==> config.mk <==
export PLATFORM = sky130hd
export DESIGN_NAME = bitmap_first_free_allocator
export DESIGN_NICKNAME = d
export VERILOG_FILES = /design/src/rtl/bffa_pkg.sv /design/src/rtl/bffa_dp.sv /design/src/rtl/bffa_ctrl.sv /design/src/rtl/bitmap_first_free_allocator.sv
export SDC_FILE = /design/constraint.sdc
export NUM_CORES = 1
export LEC_CHECK = 0
export ABC_CLOCK_PERIOD_IN_PS = 5490
export CORE_UTILIZATION = 60
export CTS_CLUSTER_SIZE = 28
export DETAILED_ROUTE_END_ITERATION = 10
export DONT_BUFFER_PORTS = 1
export PLACE_DENSITY = 0.76
export RECOVER_POWER = 25
export SYNTH_ARGS = -nofsm -noshare
export SYNTH_HDL_FRONTEND = slang
export SYNTH_SLANG_ARGS = --single-unit
==> constraint.sdc <==
create_clock -name clk -period 5.49 [get_ports clk]
set_input_delay 0.2745 -clock clk [delete_from_list [all_inputs] [get_ports clk]]
set_output_delay 0.2745 -clock clk [all_outputs]
set_load 0.03 [all_outputs]
==> src/rtl/bffa_pkg.sv <==
// Shared types and constants for the bitmap first-free allocator.
// Used by bffa_ctrl, bffa_dp and the top level; no dependencies.
`default_nettype none

package bffa_pkg;

  // Bitmap geometry: the map is scanned one word per cycle
  localparam int MAP_BITS   = 128;
  localparam int WORD_BITS  = 16;
  localparam int NUM_WORDS  = MAP_BITS / WORD_BITS;
  localparam int WORD_IDX_W = $clog2(NUM_WORDS);
  localparam int BIT_IDX_W  = $clog2(WORD_BITS);
  localparam int POS_W      = $clog2(MAP_BITS);

  // Field and register widths
  localparam int CFG_W = 8;
  localparam int NUM_W = 8;

  localparam logic [NUM_W-1:0] COUNT_MAX   = {NUM_W{1'b1}};
  localparam logic [CFG_W-1:0] TOTAL_RESET = CFG_W'(1 << (CFG_W - 1));
  localparam logic [CFG_W-1:0] FIRST_RESET = '0;

  typedef enum logic [1:0] {
    ST_OK    = 2'd0,
    ST_FULL  = 2'd1,
    ST_RANGE = 2'd2
  } status_t;

  typedef enum logic {
    CMD_ALLOC = 1'b0,
    CMD_FREE  = 1'b1
  } cmd_code_t;

  typedef enum logic {
    REG_TOTAL_COUNT = 1'b0,
    REG_FIRST_INDEX = 1'b1
  } reg_idx_t;

  typedef enum logic [1:0] {
    S_IDLE,
    S_FREE,
    S_SCAN
  } state_t;

  // Controller to datapath
  typedef struct packed {
    logic load;
    logic advance;
    logic commit;
  } dp_cmd_t;

  // Datapath to controller
  typedef struct packed {
    logic scan_done;
  } dp_stat_t;

endpackage

`default_nettype wire

==> src/rtl/bffa_dp.sv <==
// Datapath of the allocator: bitmap words, config registers, scan logic,
// in-use count and the result register. Depends on bffa_pkg.
`default_nettype none

module bffa_dp
  import bffa_pkg::*;
(
  input  wire logic              clk,
  input  wire logic              rst_n,
  input  wire logic              cfg_wr_en,
  input  wire logic              cfg_addr,
  input  wire logic [CFG_W-1:0]  cfg_wdata,
  input  wire logic              in_cmd,
  input  wire logic [NUM_W-1:0]  in_number,
  input  wire dp_cmd_t           dp_cmd,
  output dp_stat_t               dp_stat,
  output logic [NUM_W-1:0]       out_granted,
  output logic [1:0]             out_status,
  output logic [NUM_W-1:0]       out_count
);

  logic [WORD_BITS-1:0]  map_r [NUM_WORDS];
  logic [CFG_W-1:0]      total_r;
  logic [CFG_W-1:0]      first_r;
  logic [NUM_W-1:0]      count_r;
  logic [NUM_W-1:0]      count_nxt;
  logic                  cmd_r;
  logic [NUM_W-1:0]      num_r;
  logic [WORD_IDX_W-1:0] word_idx_r;
  logic [NUM_W-1:0]      granted_r;
  logic [NUM_W-1:0]      granted_nxt;
  status_t               status_r;
  status_t               status_nxt;
  logic [NUM_W-1:0]      count_out_r;

  logic [CFG_W-1:0]      limit;
  logic [CFG_W-1:0]      limit_m1;
  logic                  range_empty;
  logic [WORD_IDX_W-1:0] last_word;
  logic [WORD_IDX_W-1:0] start_word;
  logic [WORD_BITS-1:0]  scan_word;
  logic [WORD_BITS-1:0]  avail;
  logic                  hit;
  logic [BIT_IDX_W-1:0]  hit_bit;
  logic [POS_W-1:0]      grant_pos;
  logic                  num_bad;
  logic [NUM_W-1:0]      num_m1;
  logic [NUM_W-1:0]      count_inc;
  logic [NUM_W-1:0]      count_dec;

  logic                  map_we;
  logic [WORD_IDX_W-1:0] map_waddr;
  logic [BIT_IDX_W-1:0]  map_wbit;
  logic                  map_wval;

  // Clamp the total to the map size and derive the scan window
  assign limit       = (total_r > CFG_W'(MAP_BITS)) ? CFG_W'(MAP_BITS) : total_r;
  assign limit_m1    = limit - CFG_W'(1);
  assign range_empty = (first_r >= limit);
  assign last_word   = limit_m1[POS_W-1:BIT_IDX_W];
  assign start_word  = first_r[POS_W-1:BIT_IDX_W];

  // Find clear bits of the current word inside the window
  assign scan_word = map_r[word_idx_r];

  always_comb begin
    logic [POS_W-1:0] pos;
    for (int j = 0; j < WORD_BITS; j++) begin
      pos      = {word_idx_r, BIT_IDX_W'(j)};
      avail[j] = !scan_word[j] && (CFG_W'(pos) >= first_r) && (CFG_W'(pos) < limit);
    end
  end

  // Lowest available bit wins
  always_comb begin
    hit_bit = '0;
    for (int j = WORD_BITS - 1; j >= 0; j--) begin
      if (avail[j]) begin
        hit_bit = BIT_IDX_W'(j);
      end
    end
  end

  assign hit       = |avail;
  assign grant_pos = {word_idx_r, hit_bit};

  assign dp_stat.scan_done = range_empty || hit || (word_idx_r == last_word);

  // Free-number checks and saturating count steps
  assign num_bad   = (num_r == '0) || (CFG_W'(num_r) > limit);
  assign num_m1    = num_r - NUM_W'(1);
  assign count_inc = (count_r == COUNT_MAX) ? count_r : count_r + NUM_W'(1);
  assign count_dec = (count_r == '0) ? count_r : count_r - NUM_W'(1);

  // Resolve the command at commit time
  always_comb begin
    count_nxt   = count_r;
    granted_nxt = '0;
    status_nxt  = ST_OK;
    map_we      = 1'b0;
    map_waddr   = word_idx_r;
    map_wbit    = hit_bit;
    map_wval    = 1'b1;
    if (cmd_r == CMD_FREE) begin
      map_waddr = num_m1[POS_W-1:BIT_IDX_W];
      map_wbit  = num_m1[BIT_IDX_W-1:0];
      map_wval  = 1'b0;
      if (num_bad) begin
        status_nxt = ST_RANGE;
      end else begin
        map_we    = 1'b1;
        count_nxt = count_dec;
      end
    end else begin
      if (hit && !range_empty) begin
        map_we      = 1'b1;
        count_nxt   = count_inc;
        granted_nxt = NUM_W'(grant_pos) + NUM_W'(1);
      end else begin
        status_nxt = ST_FULL;
      end
    end
  end

  // Config registers, bitmap and count
  always_ff @(posedge clk) begin
    if (!rst_n) begin
      total_r <= TOTAL_RESET;
      first_r <= FIRST_RESET;
      count_r <= '0;
      for (int w = 0; w < NUM_WORDS; w++) begin
        map_r[w] <= '0;
      end
    end else begin
      if (cfg_wr_en) begin
        case (reg_idx_t'(cfg_addr))
          REG_TOTAL_COUNT: total_r <= cfg_wdata;
          REG_FIRST_INDEX: first_r <= cfg_wdata;
          default: ;
        endcase
      end
      if (dp_cmd.commit) begin
        count_r <= count_nxt;
        if (map_we) begin
          map_r[map_waddr][map_wbit] <= map_wval;
        end
      end
    end
  end

  // Latch the command word, step the scan, load the result register
  always_ff @(posedge clk) begin
    if (dp_cmd.load) begin
      cmd_r      <= in_cmd;
      num_r      <= in_number;
      word_idx_r <= start_word;
    end else if (dp_cmd.advance) begin
      word_idx_r <= word_idx_r + WORD_IDX_W'(1);
    end
    if (dp_cmd.commit) begin
      granted_r   <= granted_nxt;
      status_r    <= status_nxt;
      count_out_r <= count_nxt;
    end
  end

  assign out_granted = granted_r;
  assign out_status  = status_r;
  assign out_count   = count_out_r;

endmodule

`default_nettype wire

==> src/rtl/bffa_ctrl.sv <==
// Controller of the allocator: command sequencing and the result-valid flag.
// Depends on bffa_pkg; drives bffa_dp through dp_cmd_t.
`default_nettype none

module bffa_ctrl
  import bffa_pkg::*;
(
  input  wire logic     clk,
  input  wire logic     rst_n,
  input  wire logic     in_tvalid,
  output logic          in_tready,
  input  wire logic     in_cmd,
  output logic          out_tvalid,
  input  wire logic     out_tready,
  output dp_cmd_t       dp_cmd,
  input  wire dp_stat_t dp_stat
);

  state_t state_r;
  state_t state_nxt;
  logic   out_valid_r;
  logic   out_valid_nxt;
  logic   slot_free;

  // Result register can take a word when empty or being drained
  assign slot_free = !out_valid_r || out_tready;

  always_ff @(posedge clk) begin
    if (!rst_n) begin
      state_r     <= S_IDLE;
      out_valid_r <= 1'b0;
    end else begin
      state_r     <= state_nxt;
      out_valid_r <= out_valid_nxt;
    end
  end

  // Next state and datapath commands
  always_comb begin
    state_nxt      = state_r;
    dp_cmd         = '0;
    in_tready      = 1'b0;
    case (state_r)
      S_IDLE: begin
        in_tready = 1'b1;
        if (in_tvalid) begin
          dp_cmd.load = 1'b1;
          state_nxt   = (in_cmd == CMD_FREE) ? S_FREE : S_SCAN;
        end
      end
      S_FREE: begin
        if (slot_free) begin
          dp_cmd.commit = 1'b1;
          state_nxt     = S_IDLE;
        end
      end
      S_SCAN: begin
        if (!dp_stat.scan_done) begin
          dp_cmd.advance = 1'b1;
        end else if (slot_free) begin
          dp_cmd.commit = 1'b1;
          state_nxt     = S_IDLE;
        end
      end
      default: begin
        state_nxt = S_IDLE;
      end
    endcase
    out_valid_nxt = dp_cmd.commit || (out_valid_r && !out_tready);
  end

  assign out_tvalid = out_valid_r;

`ifndef ASSERT_OFF
  // Never overwrite a result that is still waiting
  a_commit_slot: assert property (@(posedge clk) disable iff (!rst_n)
    dp_cmd.commit |-> (!out_valid_r || out_tready))
    else $error("commit while result register is occupied");

  // One command at a time: no accept right after an accept
  a_one_at_a_time: assert property (@(posedge clk) disable iff (!rst_n)
    (in_tvalid && in_tready) |=> !in_tready)
    else $error("input accepted while a command is in progress");

  // A new result only appears after a commit
  a_valid_source: assert property (@(posedge clk) disable iff (!rst_n)
    $rose(out_valid_r) |-> $past(dp_cmd.commit))
    else $error("result valid without commit");

  // Scan steps and loads are each exclusive with commit
  a_step_excl: assert property (@(posedge clk) disable iff (!rst_n)
    !(dp_cmd.advance && dp_cmd.commit) && !(dp_cmd.load && dp_cmd.commit))
    else $error("conflicting datapath commands");
`endif

endmodule

`default_nettype wire

==> src/rtl/bitmap_first_free_allocator.sv <==
// Top level of the bitmap first-free allocator: stream ports, config port.
// Depends on bffa_pkg, bffa_ctrl and bffa_dp.
//
//   channel  direction  handshake           payload
//   in_      slave      in_tvalid/in_tready  tuser: cmd; tdata: item_number
//   out_     master     out_tvalid/out_tready tdata: granted, status, count
//   cfg_     write      cfg_wr_en            cfg_addr, cfg_wdata
//
// A free is accepted in S_IDLE and committed in S_FREE before the next accept. An
// allocate scans 1..8 bitmap words at 16 bits per cycle, starting at the
// word holding first_index; the word scan sets the rate.
// Reset clears the whole bitmap and the count at once; no clearing pass.
// One result waits in the output register while the next command runs; that
// command holds at its final step until the register is drained.
`default_nettype none

module bitmap_first_free_allocator
  import bffa_pkg::*;
(
  input  wire logic              clk,
  input  wire logic              rst_n,
  input  wire logic              cfg_wr_en,
  input  wire logic              cfg_addr,
  input  wire logic [CFG_W-1:0]  cfg_wdata,
  input  wire logic              in_tvalid,
  output logic                   in_tready,
  input  wire logic [7:0]        in_tdata,   // [7:0] item_number
  input  wire logic              in_tuser,   // [0] cmd
  output logic                   out_tvalid,
  input  wire logic              out_tready,
  output logic [23:0]            out_tdata   // [7:0] granted_number, [9:8] status,
                                             // [17:10] in_use_count, [23:18] zero
);

  dp_cmd_t          dp_cmd;
  dp_stat_t         dp_stat;
  logic [NUM_W-1:0] granted;
  logic [1:0]       status;
  logic [NUM_W-1:0] count;

  bffa_ctrl u_ctrl (
    .clk        (clk),
    .rst_n      (rst_n),
    .in_tvalid  (in_tvalid),
    .in_tready  (in_tready),
    .in_cmd     (in_tuser),
    .out_tvalid (out_tvalid),
    .out_tready (out_tready),
    .dp_cmd     (dp_cmd),
    .dp_stat    (dp_stat)
  );

  bffa_dp u_dp (
    .clk         (clk),
    .rst_n       (rst_n),
    .cfg_wr_en   (cfg_wr_en),
    .cfg_addr    (cfg_addr),
    .cfg_wdata   (cfg_wdata),
    .in_cmd      (in_tuser),
    .in_number   (in_tdata[NUM_W-1:0]),
    .dp_cmd      (dp_cmd),
    .dp_stat     (dp_stat),
    .out_granted (granted),
    .out_status  (status),
    .out_count   (count)
  );

  // Pack the result word
  assign out_tdata = {6'b0, count, status, granted};

endmodule

`default_nettype wire

==> implementation parameters, run 1 <==
Parameter                              Value

Outcome
  Status ... finished clean

Placed design
  Number of placed instances with taps included ... 1275
  Placed standard-cell area ... 11200 um2
  GPL Wtd Cong ... 0.979
  Buffers added on ports ... 0
  DPL Wire Length ... 20400 um

Worst setup path
  Worst r2r path cells ... 14
  Cell family with the largest share of critical-path delay ... simple AND/OR/NAND/NOR gates
  Crit-path max FO ... 32
  Series of cell instances along the critical path ... clkinv_1, nand2_1, inv_1, ha_1, nand4b_1, o311ai_0, a221oi_1, or4b_1, o31ai_1, buf_4, nor3_1, nand3_1, buf_4, o21ai_0
  Crit path largest cell delay ... 0.72 ns
  Destination of the worst register-to-register timing path ... u_dp.map_r[6][15]
  Arrival time of the worst setup path ... 5.11 ns
  Required time of the critical path ... 5.68 ns
  Top cell by count, worst path ... buf_4
  Critical path type ... reg2reg
  Number of buffers and inverters on the critical path ... 4
  Slowest cell on the critical path ... o311ai_0
  Beginning of the critical path ... u_dp.total_r[7]
  Type of origin of the critical path ... register
  Kind of end point of the critical path ... register
  Reg-to-Reg Start ... u_dp.total_r[7]
  Slack of the worst reg-to-reg path ... 0.57 ns

Synth
  Ys async rst share ... 0%
  Cell accounting for the most synthesized area ... edfxtp_1
  Synth Area per Inst ... 10.1 um2
  Most instantiated cells after synthesis ... nor2_1, edfxtp_1, o21ai_0, nand2_1, a21oi_1
  Combinational family with the most area after synthesis ... compound AO/OA/AOI/OAI gates
  Compound-cell area share of the yosys netlist ... 17.5%
  Top-count cell post-synth ... nor2_1
  Share of synthesized area spent on multiplexers ... 8.54%
  Synth area leaders ... edfxtp_1, o21ai_0, nor2_1
  Count of distinct cell types in the synthesized netlist ... 86
  Area of the mapped netlist ... 11100 um2
  Post-synthesis instance total ... 1100
  Number of flip-flops and latches in the synthesized netlist ... 188
  Share of synthesized cell area in and, or, nand and nor gates ... 15.7%
  Number of synthesized flops with an enable pin ... 158
  Post-Synth Adder-Cell Area ... 3.84%
  Seq/Total Area, Yosys ... 48.3%
  Xor/xnor share of the synthesized area ... 1.19%
  Fraction of synthesized cell area taken by the top area cell type ... 42.8%
  Yosys synthesis warning count ... 0
  Dominant synthesized flop cell ... edfxtp_1

Drt
  Via Count ... 9056
  Number of nets with antenna violations after routing ... 0
  Routed Wire Length ... 30100 um
  Residual DRC ... 0
  Via/cell ratio ... 6.81
  Drt wl/cell ... 22.6 um
  DRC violation total after the first TritonRoute iteration ... 1207
  First-pass DRT Iterations ... 6

Final layout
  Layout area overhead ... 8.39%
  Post-route non-filler standard cell count ... 1330
  Area of the multi-input gates ... 5190 um2
  Count of antenna diodes in the layout ... 0
  Area taken by flip-flops and latches ... 5350 um2
  Final nets ... 1145
  Final design area excluding fillers ... 12000 um2
  Number of fill cells in the layout ... 1388
  Fraction of final layout cells with drive strength greater than 1 ... 9.45%
  Final design utilization ... 66.6%

Clock network
  Number of clock buffers inserted by TritonCTS ... 17
  CTS root buffer ... clkbuf_16
  Clock-pin slew of the registers on the worst-case setup and hold paths ... 0.07 ns
  TritonCTS clock tree ... yes
  Post-CTS setup buffer count ... 0
  Clock Latency Late Sink ... 0.45 ns
  Number of gates given a new drive strength after cts ... 0
  Clock H-tree levels ... 4
  Total of hold buffers inserted after clock tree synthesis ... 23
  Number of sinks on the clock net ... 188
  Number of buffers on the longest clock path ... 2

STA
  Worst Hold Margin ... 0.0212 ns
  Worst-margin pin slew ... 0.898 ns
  Upper clock frequency limit ... 0.203 GHz
  Period utilisation layout ... 89.6%
  RSZ-0062 raised after global routing ... no
  Max-slew violation count ... 0
  Slew margin rel. ... 39.9%
  Worst clock skew on the final layout ... 0.0116 ns
  Final Setup Violations ... 0
  Setup TNS after final layout ... 0 ns
  Hold violation count in the final report ... 0
  Final worst path period need ... 4.92 ns

Flow run
  Maximum capacitance violations ... 0

Worst hold path
  Source of the worst hold timing path ... rst_n
  Number of cells on the worst hold path ... 1
  Worst Hold Path EP ... u_dp.map_r[1][6]
  Hold crit path type ... in2reg

Floorplanning
  Initial Utilization ... 61.5%
  Chip height ... 138 um
  Area enclosed by the die boundary ... 19000 um2
  Row count ... 49
  Overall die width ... 138 um
  IO Count ... 49
  Placeable core region ... 18000 um2

Global routing
  Maximum number of pins on one net before global-route repair ... 135
  First-pass GRT wire length ... 46200 um
  Via count of the first global-routing pass ... 8489
  Overall global routing resource usage ... 33.2%
  Global route overflow ... 0
  Number of antenna violations at the first check in global routing ... 0

Power and ir drop
  Peak ir drop on the vdd network ... 0.275 mV
  Standby leakage power ... 4.10 nW
  Power per unit of standard cell area ... 322 nW/um2
-- flip-flops by register name, indices dropped and copies added (netlist names), named ones only --
| name | count |
|---|---|
| u_dp.out_granted | 8 |
| u_dp.num_r | 8 |
| u_dp.out_status | 2 |
| u_dp.first_r | 8 |
| u_dp.total_r | 8 |
| u_dp.out_count | 8 |
| u_dp.map_r | 128 |
| u_dp.word_idx_r | 3 |
| u_ctrl.state_r | 2 |
| u_dp.count_r | 8 |
| u_ctrl.out_tvalid | 1 |
| u_dp.cmd_r | 1 |
-- cells in the final DEF (no fill, tap or decap), types with 23 or more instances in the layout --
cell type,synthesis,layout
nor2_1,182,183
edfxtp_1,158,158
o21ai_0,156,156
nand2_1,81,81
a21oi_1,42,42
ha_1,34,34
inv_1,29,29
nand3_1,29,29
dfxtp_1,30,29
dlygate4sd3_1,0,23
-- per-stage QoR --
stage | setup WS (ns) | power, mW
floorplan | 1.42 | 2.33
global placement | 0.943 | 2.53
detailed placement | 0.767 | 2.54
CTS | 0.728 | 3.86
global route | 0.267 | 3.99
finish | 0.571 | 3.87
-- metal layers --
| metal | vias to the layer above | track usage (%) | share of wire [%] |
|---|---|---|---|
| met5 | - | 0 | 0 |
| li1 | 4080 | - | - |
| met2 | 501 | 54.1 | 48 |
| met3 | 93 | 5.56 | 8.6 |
| met1 | 4382 | 42.6 | 39 |
| met4 | 0 | 17.4 | 4.3 |
-- how the worst max path moves through the flow --
stage,end,slack (ns),cells after the start
after floorplan,u_dp.count_r[2],1.42,14
after global placement,u_dp.map_r[0][13],0.94,15
after detailed placement,u_dp.map_r[2][15],0.77,15
after CTS,u_dp.map_r[6][15],0.73,15
after global routing,u_dp.map_r[6][15],0.27,15
final,u_dp.map_r[6][15],0.57,14
-- worst register-to-register path, stage by stage, from the launching register on --
cell      delay (ns)
dfxtp_1         0.34
clkinv_1        0.28
nand2_1         0.26
inv_1           0.07
ha_1            0.31
nand4b_1        0.40
o311ai_0        0.72
a221oi_1        0.24
or4b_1          0.65
o31ai_1         0.38
buf_4           0.25
nor3_1          0.12
nand3_1         0.11
buf_4           0.31
o21ai_0         0.21
-- area by class of cell --
cell class,instances,share of cell area (%)
flip-flops and latches,188,44.5
well taps,229,2.39
inverters,31,0.969
clock inverters,15,1.65
clock buffers,17,3.54
multi-input cells,802,43.3
repair buffers,48,3.66
-- report_power, final --
group	switching (mW)	internal (mW)	leakage [nW]	total (mW)
clock network	0.617	0.696	0.305	1.31
registers	0.0735	1.60	1.86	1.68
logic	0.536	0.339	1.94	0.875
total	1.23	2.64	4.10	3.87
-- cell families (layout without fill, tap and decap cells) --
kind of cell	Yosys count	count (layout)
AO/OA/AOI/OAI	308	308
AND/OR/NAND/NOR	386	386
other	1	6
multiplexers	53	53
buffers and inverters	115	111
flip-flops	188	188
adder cells (fa/ha/maj)	34	34
XOR/XNOR	15	15
No activity file was read; power rests on OpenSTA's default activity.
==> inputs of run 2 (changes only) <==
Settings changed: ABC_CLOCK_PERIOD_IN_PS 5490 to 5300.
Clock period 5.49 ns to 5.3 ns, I/O delays scaled along.
==> run 2 against run 1 <==
Total power grew 2.7%. Critical path depth grew 1. Largest power group unchanged. Largest cell class unchanged. Sequential power grew 3%. Count of clock-buffer cells in the layout grew 1. Combinational power grew 4.5%. Hold slack lost 0.0027 ns. Final cell count is essentially flat.
==> implementation parameters, run 2 (synthesized netlist as in run 1, its figures left out) <==
Parameter                              Value

Global routing
  Number of antenna violations at the first check in global routing ... 0 (unchanged)
  First-pass GRT wire length ... 45400 um (was 46200 um)
  Overall global routing resource usage ... 32.5% (was 33.2%)
  Via count of the first global-routing pass ... 8250 (was 8489)
  Global route overflow ... 0 (unchanged)
  Maximum number of pins on one net before global-route repair ... 135 (unchanged)

Final layout
  Count of antenna diodes in the layout ... 0 (unchanged)
  Final design utilization ... 66.5% (was 66.6%)
  Final nets ... 1146 (was 1145)
  Layout area overhead ... 8.29% (was 8.39%)
  Number of fill cells in the layout ... 1416 (was 1388)
  Reg with most FFs ... u_dp.map_r (unchanged)
  Post-route non-filler standard cell count ... 1331 (was 1330)
  Fraction of final layout cells with drive strength greater than 1 ... 9.62% (was 9.45%)
  Final design area excluding fillers ... 12000 um2 (about the same)
  Most frequent cells in the layout ... nor2_1, edfxtp_1, o21ai_0, nand2_1, a21oi_1 (unchanged)
  Most common cell after layout, fill and taps aside ... nor2_1 (unchanged)
  Number of flip-flops in the largest register ... 128 (unchanged)

Worst setup path
  Critical path type ... reg2reg (unchanged)
  Critical path depth in cells ... 15 (was 14)
  Reg-to-Reg Start ... u_dp.total_r[7] (unchanged)
  Top cell by count, worst path ... buf_4 (unchanged)
  Type of origin of the critical path ... register (unchanged)
  Endpoint of the worst setup timing path ... u_dp.map_r[1][10] (was u_dp.map_r[6][15])
  Beginning of the critical path ... u_dp.total_r[7] (unchanged)
  Worst r2r path cells ... 15 (was 14)
  Series of cell instances along the critical path ... clkinv_1, buf_4, nand2_1, ha_1, nand4b_1, or4_1, o211ai_1, a21oi_1, or4b_1, o31ai_1, buf_4, nor2_2, nand4_1, buf_4, o21ai_0 (was clkinv_1, nand2_1, inv_1, ha_1, nand4b_1, o311ai_0, a221oi_1, or4b_1, o31ai_1, buf_4, nor3_1, nand3_1, buf_4, o21ai_0)
  Required time of the critical path ... 5.49 ns (was 5.68 ns)
  Crit-path max FO ... 22 (was 32)
  Cell family with the largest share of critical-path delay ... simple AND/OR/NAND/NOR gates (unchanged)
  Crit path largest cell delay ... 0.66 ns (was 0.72 ns)
  Number of buffers and inverters on the critical path ... 4 (unchanged)
  Arrival time of the worst setup path ... 5.06 ns (was 5.11 ns)
  Kind of end point of the critical path ... register (unchanged)
  Destination of the worst register-to-register timing path ... u_dp.map_r[1][10] (was u_dp.map_r[6][15])
  Slack of the worst reg-to-reg path ... 0.43 ns (was 0.57 ns)
  Slowest cell on the critical path ... or4b_1 (was o311ai_0)

Clock network
  Clock-pin slew of the registers on the worst-case setup and hold paths ... 0.08 ns (was 0.07 ns)
  CTS root buffer ... clkbuf_16 (unchanged)
  Number of clock buffers inserted by TritonCTS ... 17 (unchanged)
  Number of gates given a new drive strength after cts ... 0 (unchanged)
  Number of buffers on the longest clock path ... 2 (unchanged)
  TritonCTS clock tree ... yes (unchanged)
  Post-CTS setup buffer count ... 0 (unchanged)
  Clock Latency Late Sink ... 0.45 ns (about the same)
  Clock H-tree levels ... 4 (unchanged)
  Number of sinks on the clock net ... 188 (unchanged)

STA
  Worst clock skew on the final layout ... 0.0162 ns (was 0.0116 ns)
  Worst-margin pin slew ... 1.03 ns (was 0.898 ns)
  Upper clock frequency limit ... 0.205 GHz (was 0.203 GHz)
  Max-slew violation count ... 0 (unchanged)
  Final Setup Violations ... 0 (unchanged)
  Hold violation count in the final report ... 0 (unchanged)
  Setup TNS after final layout ... 0 ns (unchanged)
  Min setup slack post-route ... 0.432 ns (was 0.571 ns)
  Final worst path period need ... 4.87 ns (was 4.92 ns)
  RSZ-0062 raised after global routing ... no (unchanged)
  Period utilisation layout ... 91.8% (was 89.6%)
  Slew margin rel. ... 31.0% (was 39.9%)

Drt
  First-pass DRT Iterations ... 6 (unchanged)
  Routed Wire Length ... 29600 um (was 30100 um)
  Via/cell ratio ... 6.69 (was 6.81)
  Residual DRC ... 0 (unchanged)
  DRC violation total after the first TritonRoute iteration ... 1102 (was 1207)
  Via Count ... 8905 (was 9056)
  Drt wl/cell ... 22.2 um (was 22.6 um)
  Number of nets with antenna violations after routing ... 0 (unchanged)

Floorplanning
  Initial Utilization ... 61.5% (unchanged)
  Chip height ... 138 um (unchanged)
  Area enclosed by the die boundary ... 19000 um2 (unchanged)
  Row count ... 49 (unchanged)
  IO Count ... 49 (unchanged)
  Overall die width ... 138 um (unchanged)
  Placeable core region ... 18000 um2 (unchanged)

Placed design
  Placed standard-cell area ... 11200 um2 (about the same)
  GPL Wtd Cong ... 0.951 (was 0.979)
  Placement-stage worst setup slack ... 0.594 ns (was 0.767 ns)
  Buffers added on ports ... 0 (unchanged)
  DPL Wire Length ... 20200 um (was 20400 um)
  Number of placed instances with taps included ... 1277 (was 1275)

Power and ir drop
  Power per unit of standard cell area ... 331 nW/um2 (was 322 nW/um2)
  Peak ir drop on the vdd network ... 0.345 mV (was 0.275 mV)
  Standby leakage power ... 4.09 nW (was 4.10 nW)

Outcome
  Status ... finished clean (unchanged)

Flow run
  Maximum capacitance violations ... 0 (unchanged)

Worst hold path
  Hold crit path type ... in2reg (unchanged)
-- run 2: changes by cell type in the layout (fill, tap and decap cells not counted), sizes merged --
cell | before | now
bufinv | 2 | 1
clkinv | 7 | 4
clkbuf | 18 | 19
dlygate4sd3 | 23 | 22
buf | 24 | 26
clkinvlp | 0 | 3
-- run 2: through the flow --
stage | power, mW | hold slack, ns
after floorplan | 2.41 | 0.364
after detailed placement | 2.64 | 0.364
final | 3.97 | 0.0186
after CTS | 3.96 | 0.00400
after global routing | 4.10 | 0.00319
after global placement | 2.63 | 0.364
-- run 2: repair_timing --
action | CTS | global route
hold buffers | 22 | 0
setup endpoints to repair | 0 | 0
hold endpoints to repair | 29 | 0
-- run 2: routing by layer --
| layer | GRT usage, % | share of wire (%) | vias up |
|---|---|---|---|
| li1 | - | - | 4066 |
| met1 | 42.2 | 41 | 4299 |
| met2 | 53.6 | 48 | 476 |
| met3 | 6.32 | 8.1 | 64 |
| met4 | 12.7 | 3.0 | 0 |
| met5 | 0 | 0 | - |
-- run 2: worst min path at each step --
| stage | startpoint | to | slack (ns) | depth (start not counted) |
|---|---|---|---|---|
| 2_1_floorplan | in_tuser | u_dp.cmd_r | 0.36 | 0 |
| 4_1_cts | rst_n | u_dp.map_r[5][0] | 0.004 | 1 |
| 5_1_grt | rst_n | u_dp.map_r[5][6] | 0.003 | 1 |
| 3_5_place_dp | in_tdata[2] | u_dp.num_r[2] | 0.36 | 0 |
| 6_report | rst_n | u_dp.map_r[1][2] | 0.02 | 1 |
| 3_3_place_gp | in_tdata[4] | u_dp.num_r[4] | 0.36 | 0 |
-- run 2: final cells by class --
cell class,instances,area (um2),area share (%)
multi-input cells,802,5200,43.3
clock inverters,14,175,1.46
clock buffers,18,429,3.58
flip-flops and latches,188,5350,44.6
inverters,31,116,0.970
well taps,229,287,2.39
repair buffers,49,444,3.70
-- run 2: worst reg2reg max path: stages (launching register included) --
cell and delay, ns:
dfxtp_1 0.57, clkinv_1 0.16, buf_4 0.20, nand2_1 0.14, ha_1 0.20, nand4b_1 0.39
or4_1 0.60, o211ai_1 0.13, a21oi_1 0.22, or4b_1 0.66, o31ai_1 0.38, buf_4 0.25
nor2_2 0.09, nand4_1 0.17, buf_4 0.30, o21ai_0 0.17
-- run 2: where the power goes --
| group | internal, mW | switching (mW) |
|---|---|---|
| Combinational | 0.352 | 0.563 |
| Clock | 0.679 | 0.651 |
| Sequential | 1.66 | 0.0657 |
==> inputs of run 3 (changes only) <==
Settings changed: RECOVER_POWER 25 to unset.
==> run 3 against run 2 <==
Hold slack got worse by 0.0083 ns. Critical path type unchanged. Total power rose by 0.11%. Setup slack improved by 0.081 ns. Flip-flop and latch count did not move. Core utilization rose by 0.12 points. Critical endpoint unchanged. Routed wire length fell by 0.25%. Largest power group unchanged.
==> implementation parameters, run 3 (synthesized netlist as in run 1, its figures left out) <==
Parameter                              Value

Drt
  Via/cell ratio ... 6.69 (unchanged)
  Drt wl/cell ... 22.2 um (about the same)
  Residual DRC ... 0 (unchanged)
  Via Count ... 8905 (unchanged)
  First-pass DRT Iterations ... 5 (was 6)
  Number of nets with antenna violations after routing ... 0 (unchanged)
  Routed Wire Length ... 29500 um (was 29600 um)
  DRC violation total after the first TritonRoute iteration ... 1119 (was 1102)

Placed design
  DPL Wire Length ... 20200 um (unchanged)
  Placement-stage worst setup slack ... 0.594 ns (unchanged)
  Placed standard-cell area ... 11200 um2 (unchanged)
  Buffers added on ports ... 0 (unchanged)
  Number of placed instances with taps included ... 1277 (unchanged)
  GPL Wtd Cong ... 0.951 (unchanged)

Global routing
  Number of antenna violations at the first check in global routing ... 0 (unchanged)
  Via count of the first global-routing pass ... 8250 (unchanged)
  Maximum number of pins on one net before global-route repair ... 135 (unchanged)
  First-pass GRT wire length ... 45400 um (unchanged)
  Global route overflow ... 0 (unchanged)
  Overall global routing resource usage ... 32.5% (unchanged)

Power and ir drop
  Peak ir drop on the vdd network ... 0.343 mV (was 0.345 mV)
  Total power ... 3.98 mW (was 3.97 mW)
  Standby leakage power ... 4.10 nW (was 4.09 nW)
  Power per unit of standard cell area ... 331 nW/um2 (about the same)

Floorplanning
  Area enclosed by the die boundary ... 19000 um2 (unchanged)
  Placeable core region ... 18000 um2 (unchanged)
  Chip height ... 138 um (unchanged)
  Overall die width ... 138 um (unchanged)
  Row count ... 49 (unchanged)
  Initial Utilization ... 61.5% (unchanged)
  IO Count ... 49 (unchanged)

Final layout
  Post-route non-filler standard cell count ... 1331 (unchanged)
  Most common cell after layout, fill and taps aside ... nor2_1 (unchanged)
  Reg with most FFs ... u_dp.map_r (unchanged)
  Layout area overhead ... 8.49% (was 8.29%)
  Number of fill cells in the layout ... 1412 (was 1416)
  Fraction of final layout cells with drive strength greater than 1 ... 9.89% (was 9.62%)
  Number of flip-flops in the largest register ... 128 (unchanged)
  Most frequent cells in the layout ... nor2_1, edfxtp_1, o21ai_0, nand2_1, a21oi_1 (unchanged)
  Count of antenna diodes in the layout ... 0 (unchanged)
  Final nets ... 1146 (unchanged)
  Final design area excluding fillers ... 12000 um2 (about the same)

Worst setup path
  Crit-path max FO ... 22 (unchanged)
  Kind of end point of the critical path ... register (unchanged)
  Critical path type ... reg2reg (unchanged)
  Required time of the critical path ... 5.49 ns (about the same)
  Arrival time of the worst setup path ... 4.98 ns (was 5.06 ns)
  Type of origin of the critical path ... register (unchanged)

Clock network
  TritonCTS clock tree ... yes (unchanged)
  Number of gates given a new drive strength after cts ... 0 (unchanged)
  Number of buffers on the longest clock path ... 2 (unchanged)
  Clock-pin slew of the registers on the worst-case setup and hold paths ... 0.08 ns (about the same)
  Number of sinks on the clock net ... 188 (unchanged)
  CTS root buffer ... clkbuf_16 (unchanged)
  Clock H-tree levels ... 4 (unchanged)
  Clock Latency Late Sink ... 0.45 ns (about the same)
  Total of hold buffers inserted after clock tree synthesis ... 22 (unchanged)
  Number of clock buffers inserted by TritonCTS ... 17 (unchanged)
  Post-CTS setup buffer count ... 0 (unchanged)

STA
  Worst clock skew on the final layout ... 0.0147 ns (was 0.0162 ns)
  Period utilisation layout ... 90.3% (was 91.8%)
  Upper clock frequency limit ... 0.209 GHz (was 0.205 GHz)
  Final worst path period need ... 4.79 ns (was 4.87 ns)
  Max-slew violation count ... 0 (unchanged)
  Hold violation count in the final report ... 0 (unchanged)
  Worst-margin pin slew ... 1.00 ns (was 1.03 ns)
  Slew margin rel. ... 32.8% (was 31.0%)
  Setup TNS after final layout ... 0 ns (unchanged)
  RSZ-0062 raised after global routing ... no (unchanged)
  Final Setup Violations ... 0 (unchanged)
  Min setup slack post-route ... 0.513 ns (was 0.432 ns)

Flow run
  Maximum capacitance violations ... 0 (unchanged)

Outcome
  Status ... finished clean (unchanged)

Worst hold path
  Hold crit path type ... in2reg (unchanged)
run 3: critical path, stage by stage (launching register included):
cell and delay [ns]:
dfxtp_1 0.56, clkinv_1 0.15, buf_4 0.20, nand2_1 0.14
ha_1 0.19, nand4b_1 0.38, or4_1 0.60, o211ai_1 0.13
a21oi_1 0.22, or4b_1 0.70, o31ai_4 0.31, buf_4 0.22
nor2_2 0.09, nand4_1 0.17, buf_4 0.31, o21ai_0 0.16
run 3: path summary, 6_finish.rpt:
kind / start / end / slack [ns] / cells after the start
hold reg to reg: u_dp.first_r[5] / u_dp.first_r[5] / 0.50 / 2
setup / recovery: u_dp.total_r[7] / u_dp.map_r[1][10] / 0.51 / 15
setup reg to reg: u_dp.total_r[7] / u_dp.map_r[1][10] / 0.51 / 15
hold / removal: rst_n / u_dp.map_r[1][0] / 0.01 / 1
run 3: stage by stage:
step	hold WS, ns	utilization (%)
floorplan	0.364	-
detailed placement	0.364	62.1
finish	0.0103	66.7
CTS	0.00400	66.7
global route	0.00319	66.7
global placement	0.364	62.1
run 3: final cells by class:
cell class | count | area [um2] | share of cell area (%)
Timing Repair Buffer | 49 | 448 | 3.73
Multi-Input combinational cell | 802 | 5220 | 43.4
Clock inverter | 14 | 175 | 1.46
Clock buffer | 18 | 429 | 3.57
Tap cell | 229 | 287 | 2.38
Inverter | 31 | 116 | 0.968
Sequential cell | 188 | 5350 | 44.5
run 3: power breakdown:
part           leakage, nW  total (mW)  switching (mW)  internal, mW
clock network        0.283        1.33           0.651         0.679
logic                 1.96       0.919           0.565         0.354
registers             1.86        1.73          0.0658          1.66
run 3: layer usage:
layer / track usage (%) / wire length [um] / vias up / part of all wire [%]
li1: - / - / 4063 / -
met1: 42.2 / 11800 / 4294 / 40
met2: 53.6 / 14200 / 477 / 48
met3: 6.32 / 2530 / 71 / 8.6
met4: 12.7 / 989 / 0 / 3.4
met5: 0 / 0 / - / 0
